`src/design/bbwq_pkg.sv`:
```
`default_nettype none

package bbwq_pkg;

    localparam int DATA_BITS = 8;
    localparam int OUTC_W    = 3;
    localparam int FILL_W    = 4;
    localparam int IDX_W     = 3;
    localparam int BPROD_W   = 5;
    localparam int BCONS_W   = 8;

    localparam logic [BCONS_W-1:0] CONSUMER_MAX = 8'hFF;

    localparam logic OP_PRODUCE = 1'b0;
    localparam logic OP_CONSUME = 1'b1;

    typedef enum logic [OUTC_W-1:0] {
        OUTC_STORED        = 3'd0,
        OUTC_PROD_BLOCKED  = 3'd1,
        OUTC_PROD_DROPPED  = 3'd2,
        OUTC_CONSUMED      = 3'd3,
        OUTC_CONS_BLOCKED  = 3'd4,
        OUTC_CONS_SATURATE = 3'd5
    } outcome_t;

    typedef struct packed {
        logic                 operation;
        logic [DATA_BITS-1:0] data_value;
    } req_t;

    typedef struct packed {
        outcome_t             outcome;
        logic                 delivered_valid;
        logic [DATA_BITS-1:0] delivered_data;
        logic                 consumer_woken;
        logic                 producer_woken;
        logic [FILL_W-1:0]    fill_count;
        logic [IDX_W-1:0]     write_index;
        logic [IDX_W-1:0]     read_index;
        logic [BPROD_W-1:0]   blocked_producers;
        logic [BCONS_W-1:0]   blocked_consumers;
    } rsp_t;

endpackage

`default_nettype wire

```
`src/design/bbwq_ram.sv`:
```
`default_nettype none

module bbwq_ram #(
    parameter int DEPTH  = 8,
    parameter int WIDTH  = 8,
    parameter int ADDR_W = 3
) (
    input  wire logic              clk,
    input  wire logic              we,
    input  wire logic [ADDR_W-1:0] waddr,
    input  wire logic [WIDTH-1:0]  wdata,
    input  wire logic [ADDR_W-1:0] raddr,
    output logic      [WIDTH-1:0]  rdata
);

    logic [WIDTH-1:0] mem [DEPTH];

    always_ff @(posedge clk)
    begin
        if (we)
        begin
            mem[waddr] <= wdata;
        end
    end

    always_ff @(posedge clk)
    begin
        rdata <= mem[raddr];
    end

endmodule

`default_nettype wire

```
`src/design/bounded_buffer_with_wait_queues.sv`:
```
// A result is computed in the EXEC state that follows acceptance and registered as the machine leaves EXEC.
// No new request is accepted until the current one leaves EXEC; the ring and wait-queue memories are
// read in the accept cycle and read-modified-written in the EXEC state.
// A request accepted while a result waits to be taken holds until the output frees.
// Reset clears the pointers, counters, state machine and output valid; the two
// memories are not cleared and hold nothing meaningful until written.
`default_nettype none

module bounded_buffer_with_wait_queues #(
    parameter int BUFFER_DEPTH = 8,
    parameter int WAIT_DEPTH   = 16
) (
    input  wire logic            clk,
    input  wire logic            rst_n,
    input  wire logic            req_valid,
    output logic                 req_stall,
    input  wire bbwq_pkg::req_t  req,
    output logic                 rsp_valid,
    input  wire logic            rsp_stall,
    output bbwq_pkg::rsp_t       rsp
);

    localparam int DW      = bbwq_pkg::DATA_BITS;
    localparam int PTR_W   = $clog2(BUFFER_DEPTH);
    localparam int CNT_W   = $clog2(BUFFER_DEPTH + 1);
    localparam int WPTR_W  = (WAIT_DEPTH > 1) ? $clog2(WAIT_DEPTH) : 1;
    localparam int WCNT_W  = $clog2(WAIT_DEPTH + 1);
    localparam int WSUM_W  = WCNT_W + 1;
    localparam int FILL_W  = bbwq_pkg::FILL_W;
    localparam int IDX_W   = bbwq_pkg::IDX_W;
    localparam int BPROD_W = bbwq_pkg::BPROD_W;
    localparam int BCONS_W = bbwq_pkg::BCONS_W;

    typedef enum logic {
        ST_IDLE,
        ST_EXEC
    } state_t;

    state_t               state_reg, state_next;
    logic                 rsp_valid_reg, rsp_valid_next;
    bbwq_pkg::rsp_t       rsp_reg, rsp_next;
    logic                 op_reg, op_next;
    logic [DW-1:0]        data_reg, data_next;
    logic [PTR_W-1:0]     wpos_reg, wpos_next;
    logic [PTR_W-1:0]     rpos_reg, rpos_next;
    logic [CNT_W-1:0]     cnt_reg, cnt_next;
    logic [WPTR_W-1:0]    whead_reg, whead_next;
    logic [WCNT_W-1:0]    wcnt_reg, wcnt_next;
    logic [BCONS_W-1:0]   cw_reg, cw_next;

    logic                 accept;
    logic                 ring_we;
    logic [PTR_W-1:0]     ring_waddr;
    logic [DW-1:0]        ring_wdata;
    logic [DW-1:0]        ring_rdata;
    logic                 wait_we;
    logic [DW-1:0]        wait_rdata;
    logic [WSUM_W-1:0]    wait_sum;
    logic [WPTR_W-1:0]    wait_tail;
    logic [PTR_W-1:0]     wpos_inc;
    logic [PTR_W-1:0]     rpos_inc;
    logic [WPTR_W-1:0]    whead_inc;
    logic                 ring_full;

    bbwq_pkg::outcome_t   outcome;
    logic                 dvalid;
    logic [DW-1:0]        ddata;
    logic                 cwoken;
    logic                 pwoken;

    assign req_stall = (state_reg != ST_IDLE);
    assign accept    = req_valid && !req_stall;
    assign rsp_valid = rsp_valid_reg;
    assign rsp       = rsp_reg;

    assign wpos_inc  = (wpos_reg == PTR_W'(BUFFER_DEPTH - 1)) ? '0 : wpos_reg + PTR_W'(1);
    assign rpos_inc  = (rpos_reg == PTR_W'(BUFFER_DEPTH - 1)) ? '0 : rpos_reg + PTR_W'(1);
    assign whead_inc = (whead_reg == WPTR_W'(WAIT_DEPTH - 1)) ? '0 : whead_reg + WPTR_W'(1);
    assign ring_full = (cnt_reg == CNT_W'(BUFFER_DEPTH));

    // Tail of the wait queue: head plus count, folded once.
    assign wait_sum  = WSUM_W'(whead_reg) + WSUM_W'(wcnt_reg);
    assign wait_tail = (wait_sum >= WSUM_W'(WAIT_DEPTH))
                     ? WPTR_W'(wait_sum - WSUM_W'(WAIT_DEPTH))
                     : WPTR_W'(wait_sum);

    bbwq_ram #(
        .DEPTH  (BUFFER_DEPTH),
        .WIDTH  (DW),
        .ADDR_W (PTR_W)
    ) u_ring_ram (
        .clk   (clk),
        .we    (ring_we),
        .waddr (ring_waddr),
        .wdata (ring_wdata),
        .raddr (rpos_reg),
        .rdata (ring_rdata)
    );

    bbwq_ram #(
        .DEPTH  (WAIT_DEPTH),
        .WIDTH  (DW),
        .ADDR_W (WPTR_W)
    ) u_wait_ram (
        .clk   (clk),
        .we    (wait_we),
        .waddr (wait_tail),
        .wdata (data_reg),
        .raddr (whead_reg),
        .rdata (wait_rdata)
    );

    always_comb
    begin
        state_next     = state_reg;
        rsp_valid_next = rsp_valid_reg && rsp_stall;
        rsp_next       = rsp_reg;
        op_next        = op_reg;
        data_next      = data_reg;
        wpos_next      = wpos_reg;
        rpos_next      = rpos_reg;
        cnt_next       = cnt_reg;
        whead_next     = whead_reg;
        wcnt_next      = wcnt_reg;
        cw_next        = cw_reg;
        ring_we        = 1'b0;
        ring_waddr     = wpos_reg;
        ring_wdata     = data_reg;
        wait_we        = 1'b0;
        outcome        = bbwq_pkg::OUTC_STORED;
        dvalid         = 1'b0;
        ddata          = '0;
        cwoken         = 1'b0;
        pwoken         = 1'b0;

        case (state_reg)
            ST_IDLE:
            begin
                if (accept)
                begin
                    op_next    = req.operation;
                    data_next  = req.data_value;
                    state_next = ST_EXEC;
                end
            end
            ST_EXEC:
            begin
                // Hold the request until the waiting result is taken; memory reads stay put.
                if (!(rsp_valid_reg && rsp_stall))
                begin
                    if (op_reg == bbwq_pkg::OP_PRODUCE)
                    begin
                        if (!ring_full)
                        begin
                            ring_we   = 1'b1;
                            wpos_next = wpos_inc;
                            cnt_next  = cnt_reg + CNT_W'(1);
                            outcome   = bbwq_pkg::OUTC_STORED;
                        end
                        else if (wcnt_reg != WCNT_W'(WAIT_DEPTH))
                        begin
                            wait_we   = 1'b1;
                            wcnt_next = wcnt_reg + WCNT_W'(1);
                            outcome   = bbwq_pkg::OUTC_PROD_BLOCKED;
                        end
                        else
                        begin
                            outcome = bbwq_pkg::OUTC_PROD_DROPPED;
                        end
                        // Wake one consumer; on an empty ring it takes the value just stored.
                        if ((cw_reg != '0) && (cnt_next != '0))
                        begin
                            cw_next   = cw_reg - BCONS_W'(1);
                            dvalid    = 1'b1;
                            ddata     = (cnt_reg == '0) ? data_reg : ring_rdata;
                            cwoken    = 1'b1;
                            rpos_next = rpos_inc;
                            cnt_next  = cnt_next - CNT_W'(1);
                        end
                    end
                    else
                    begin
                        if (cnt_reg == '0)
                        begin
                            if (cw_reg == bbwq_pkg::CONSUMER_MAX)
                            begin
                                outcome = bbwq_pkg::OUTC_CONS_SATURATE;
                            end
                            else
                            begin
                                cw_next = cw_reg + BCONS_W'(1);
                                outcome = bbwq_pkg::OUTC_CONS_BLOCKED;
                            end
                        end
                        else
                        begin
                            dvalid    = 1'b1;
                            ddata     = ring_rdata;
                            rpos_next = rpos_inc;
                            cnt_next  = cnt_reg - CNT_W'(1);
                            outcome   = bbwq_pkg::OUTC_CONSUMED;
                        end
                        // Move the oldest waiting value into the ring.
                        if ((wcnt_reg != '0) && (cnt_next != CNT_W'(BUFFER_DEPTH)))
                        begin
                            ring_we    = 1'b1;
                            ring_wdata = wait_rdata;
                            wpos_next  = wpos_inc;
                            cnt_next   = cnt_next + CNT_W'(1);
                            whead_next = whead_inc;
                            wcnt_next  = wcnt_reg - WCNT_W'(1);
                            pwoken     = 1'b1;
                        end
                    end

                    rsp_next.outcome           = outcome;
                    rsp_next.delivered_valid   = dvalid;
                    rsp_next.delivered_data    = ddata;
                    rsp_next.consumer_woken    = cwoken;
                    rsp_next.producer_woken    = pwoken;
                    rsp_next.fill_count        = FILL_W'(cnt_next);
                    rsp_next.write_index       = IDX_W'(wpos_next);
                    rsp_next.read_index        = IDX_W'(rpos_next);
                    rsp_next.blocked_producers = BPROD_W'(wcnt_next);
                    rsp_next.blocked_consumers = cw_next;
                    rsp_valid_next             = 1'b1;
                    state_next                 = ST_IDLE;
                end
            end
            default:
            begin
                state_next = ST_IDLE;
            end
        endcase
    end

    always_ff @(posedge clk or negedge rst_n)
    begin
        if (!rst_n)
        begin
            state_reg     <= ST_IDLE;
            rsp_valid_reg <= 1'b0;
            rsp_reg       <= '0;
            op_reg        <= 1'b0;
            data_reg      <= '0;
            wpos_reg      <= '0;
            rpos_reg      <= '0;
            cnt_reg       <= '0;
            whead_reg     <= '0;
            wcnt_reg      <= '0;
            cw_reg        <= '0;
        end
        else
        begin
            state_reg     <= state_next;
            rsp_valid_reg <= rsp_valid_next;
            rsp_reg       <= rsp_next;
            op_reg        <= op_next;
            data_reg      <= data_next;
            wpos_reg      <= wpos_next;
            rpos_reg      <= rpos_next;
            cnt_reg       <= cnt_next;
            whead_reg     <= whead_next;
            wcnt_reg      <= wcnt_next;
            cw_reg        <= cw_next;
        end
    end

    a_fill_bound: assert property (@(posedge clk) disable iff (!rst_n)
        cnt_reg <= CNT_W'(BUFFER_DEPTH))
        else $error("ring fill count above depth");

    a_cons_wait_empty: assert property (@(posedge clk) disable iff (!rst_n)
        (cw_reg != '0) |-> (cnt_reg == '0))
        else $error("consumers waiting while ring holds data");

    a_prod_wait_full: assert property (@(posedge clk) disable iff (!rst_n)
        (wcnt_reg != '0) |-> ring_full)
        else $error("producers waiting while ring has room");

    a_rsp_after_accept: assert property (@(posedge clk) disable iff (!rst_n)
        $rose(rsp_valid_reg) |-> $past(state_reg == ST_EXEC))
        else $error("result raised without an executed transaction");

endmodule

`default_nettype wire
```
`config.mk`:
```
export PLATFORM = sky130hd
export DESIGN_NAME = bounded_buffer_with_wait_queues
export DESIGN_NICKNAME = d
export VERILOG_FILES = /design/src/design/bbwq_pkg.sv /design/src/design/bbwq_ram.sv /design/src/design/bounded_buffer_with_wait_queues.sv
export SDC_FILE = /design/constraint.sdc
export NUM_CORES = 1
export LEC_CHECK = 0
export BUFFER_PORTS_ARGS = -buffer_cell sky130_fd_sc_hd__buf_4
export CORE_AREA = 10 10 147 149
export DETAILED_ROUTE_END_ITERATION = 16
export DIE_AREA = 0 0 157 159
export HOLD_SLACK_MARGIN = 0.02
export MAX_ROUTING_LAYER = met4
export PLACE_DENSITY_LB_ADDON = 0.3
export SYNTH_ARGS = -nofsm -noshare
export SYNTH_HDL_FRONTEND = slang
export SYNTH_SLANG_ARGS = --single-unit
```
`constraint.sdc`:
```
create_clock -name clk -period 5 [get_ports clk]
set_clock_uncertainty 0.2 [all_clocks]
set_input_delay 0.5 -clock clk [delete_from_list [all_inputs] [get_ports clk]]
set_output_delay 0.5 -clock clk [all_outputs]
set_load 0.05 [all_outputs]
```
==> flow_metrics.tcl <==
set metrics [dict create \
    postSynthAreaPerCell_um2 15.7 \
    timing.hold.worst.class "flip-flop to flip-flop" \
    power.clock.fraction 0.200 \
    slew-limit-headroom 0.237 \
    synth_top_cells_by_area "sky130_fd_sc_hd__edfxtp_1, sky130_fd_sc_hd__dfrtp_1, sky130_fd_sc_hd__mux4_2" \
    start_util 0.593 \
    sequentialPowerShare 0.400 \
    postRouteWirelength_mm 23.7 \
    min_from "rsp[33]" \
    place_congestion 0.889 \
    required_time_of_the_worst_setup_path_ns 4.96 \
    setup.reg_to_reg.worst_slack_ns 0.85 \
    power.ir.vdd_worst_mv 0.767 \
    criticalPathCategory "flip-flop to flip-flop" \
    core_um2 18600 \
    synth.distinct_cells 57 \
    row_count 50 \
    fraction_of_layout_instances_using_a_drive_strength_above_1 0.217 \
    worstSetupStartpointType "flip-flop" \
    p_per_area_nw_per_um2 725 \
    synth-edff-count 192 \
    power_switching_mw 3.63 \
    grt_antenna_before_repair 0 \
    setup_repair_after_global_routing_missed_its_margin "no" \
    number_of_port_buffers 51 \
    synth-main-ff-cell "sky130_fd_sc_hd__edfxtp_1" \
    post_cts_resized 0 \
    largest_register_ff_count 128 \
    final-instance-count-excl-fill 1027 \
    insertion_delay_ns 0.53 \
    intPower_mw 5.48 \
    maximum_clock_path_buffer_count 3 \
    routed-via-count 6317 \
    p_sw_frac 0.398 \
    post_cts_buffers 0 \
    drtIter0Drc 535 \
    filler_cell_count 1257 \
    cts_inserted_buffers 26 \
    first_global_vias 6609 \
    cell_count_after_synthesis 703 \
    timing.final.crit_period_ns 4.15 \
    hold_viol_final 0 \
    dp.final_hpwl_mm 15.6 \
    post-place-cells 968 \
    layout-area-overhead-vs-synth_pct 14.0 \
    critical_path.max_fanout 15 \
    syn_nets 741 \
    yosysWarnings 0 \
    ys_seq_area_frac 0.671 \
    antenna_cells 0 \
    placed_area_um2 11600 \
    ios 52 \
    fin_worst_setup_slack_ns 0.846 \
    cts_tree "done" \
    post_synth_most_frequent_cells "sky130_fd_sc_hd__edfxtp_1, sky130_fd_sc_hd__dfrtp_1, sky130_fd_sc_hd__nand2_1, sky130_fd_sc_hd__mux2i_1" \
    h_tree_lvls 1 \
    regToRegStartpoint "cnt_reg[0]" \
    antenna_violating_nets_post_route 0 \
    die-area_um2 25000 \
    post_synthesis_async_set_or_reset_flop_share 0.200 \
    grt_max_degree 54 \
    combinationalPowerShare 0.400 \
    tightestPinTransition_ns 1.14 \
    sum_of_overflow_across_all_layers_after_global_routing 0 \
    cellLeakagePower_nw 4.58 \
    die-width_um 157 \
    post-route-cell-area_um2 12600 \
    clkSinkCount 260 \
    clkTransAtPathRegs_ns 0.07 \
    global_route_wire_length_before_repair_mm 37.7 \
    setup_total_negative_slack_ns 0 \
    netlist_area_um2 11000 \
    detail_route.wl_per_cell_um 23.1 \
    synth_area_leader_cell "sky130_fd_sc_hd__edfxtp_1" \
    fp.dieH_um 159 \
    synth_top_cell_area_share 0.524 \
    layout.nets 812 \
    yosys.cell_count.top_type "sky130_fd_sc_hd__edfxtp_1" \
    pre_cts_ws_ns 0.930 \
    post-route-drc-count 0 \
    avgViaCountPerCell 6.15 \
    run_status "finished clean" \
    setup.worst_path.start "cnt_reg[0]" \
    yosys_register_bits 260 \
    final-max-slew-violation-count 0 \
    groute.usage.overall 0.198 \
    finalCoreUtilization 0.676 \
    critical_path_arrival_ns 4.12 \
    setup.worst_path.end_class "flip-flop" \
    maxCapViolCount 0 \
    clockRootBuffer "sky130_fd_sc_hd__clkbuf_16" \
    finalCritPeriodShare 0.831 \
    drt_first_pass_iters 5 \
    count_of_endpoints_failing_setup_in_the_final_report 0 \
    max_freq_ghz 0.241 \
]
-- area by class of cell --
| cell class | instances | area [µm²] | share of cell area |
|---|---|---|---|
| Tap cell | 234 | 293 | 0.0233 |
| Timing Repair Buffer | 75 | 593 | 0.0472 |
| Multi-Input combinational cell | 396 | 3420 | 0.272 |
| Clock buffer | 38 | 747 | 0.0595 |
| Inverter | 15 | 56.3 | 0.00448 |
| Sequential cell | 260 | 7390 | 0.588 |
| Clock inverter | 9 | 58.8 | 0.00468 |
-- cell families after synthesis --
logic type               Yosys count  synth area share
flip-flops                       260             0.671
AND/OR/NAND/NOR                  123            0.0536
AO/OA/AOI/OAI                    114            0.0660
multiplexers                     108             0.139
buffers and inverters             47            0.0184
XOR/XNOR                          26            0.0214
adder cells (fa/ha/maj)           25            0.0305
-- power by group through the flow --
| stage | registers [mW] | clock network [mW] | logic (mW) |
|---|---|---|---|
| 5_1_grt | 3.71 | 1.93 | 3.94 |
| 2_1_floorplan | 3.84 | 0 | 2.29 |
| 4_1_cts | 3.64 | 1.84 | 3.64 |
| 6_report | 3.64 | 1.83 | 3.64 |
| 3_5_place_dp | 3.68 | 0 | 3.60 |
| 3_3_place_gp | 3.64 | 0 | 3.47 |
-- routing by layer --
layer  part of all wire  vias to the layer above  routed length, µm  global-route usage
met4              0.040                        0                945              0.0742
met5                  0                        -                  0                   -
met2               0.50                      236              11800               0.316
met1               0.41                     3171               9650               0.253
met3              0.054                       76               1270              0.0283
li1                   -                     2834                  -                   -
-- per-stage QoR --
stage,power [mW],hold WS [ns]
after floorplan,6.13,0.00441
after global placement,7.11,0.265
after detailed placement,7.28,0.274
after CTS,9.13,0.286
after global routing,9.59,0.313
final,9.11,0.282
-- path summary, 6_finish.rpt --
check | cells past startpoint | end
min in group asynchronous | 2 | rsp[7]
max reg2reg | 14 | u_ring_ram.mem[5][3]
min reg2reg | 2 | rsp[33]
max | 14 | u_ring_ram.mem[5][3]
max in group asynchronous | 2 | whead_reg[0]
min | 2 | rsp[33]
-- what timing repair did --
| item | in CTS | in global routing |
|---|---|---|
| hold buffers | 12 | 0 |
| endpoints found under the hold margin | 63 | 0 |
| endpoints found under the setup margin | 0 | 0 |
-- critical path, stage by stage, from the launching register on --
cell	delay [ns]
sky130_fd_sc_hd__dfrtp_1	0.51
sky130_fd_sc_hd__inv_1	0.20
sky130_fd_sc_hd__ha_1	0.32
sky130_fd_sc_hd__nor3b_2	0.21
sky130_fd_sc_hd__buf_4	0.28
sky130_fd_sc_hd__nor2_1	0.07
sky130_fd_sc_hd__a21oi_1	0.21
sky130_fd_sc_hd__inv_1	0.08
sky130_fd_sc_hd__ha_1	0.21
sky130_fd_sc_hd__nand2_1	0.07
sky130_fd_sc_hd__o22ai_1	0.12
sky130_fd_sc_hd__or2_1	0.33
sky130_fd_sc_hd__a21oi_1	0.17
sky130_fd_sc_hd__nand3_1	0.17
sky130_fd_sc_hd__nor2_1	0.63
-- cell usage in the layout, fill, tap and decap left out, types with 27 or more instances in the layout --
cell	netlist	final
sky130_fd_sc_hd__buf_4	1	63
sky130_fd_sc_hd__dfrtp_1	52	51
sky130_fd_sc_hd__mux4_2	32	32
sky130_fd_sc_hd__edfxtp_1	192	192
sky130_fd_sc_hd__clkbuf_16	0	27
sky130_fd_sc_hd__mux2_2	31	31
sky130_fd_sc_hd__nand2_1	46	46
sky130_fd_sc_hd__o21ai_0	29	29
sky130_fd_sc_hd__nor2_1	32	32
sky130_fd_sc_hd__mux2i_1	35	35
Note: power is estimated with default switching activity, not from simulation.
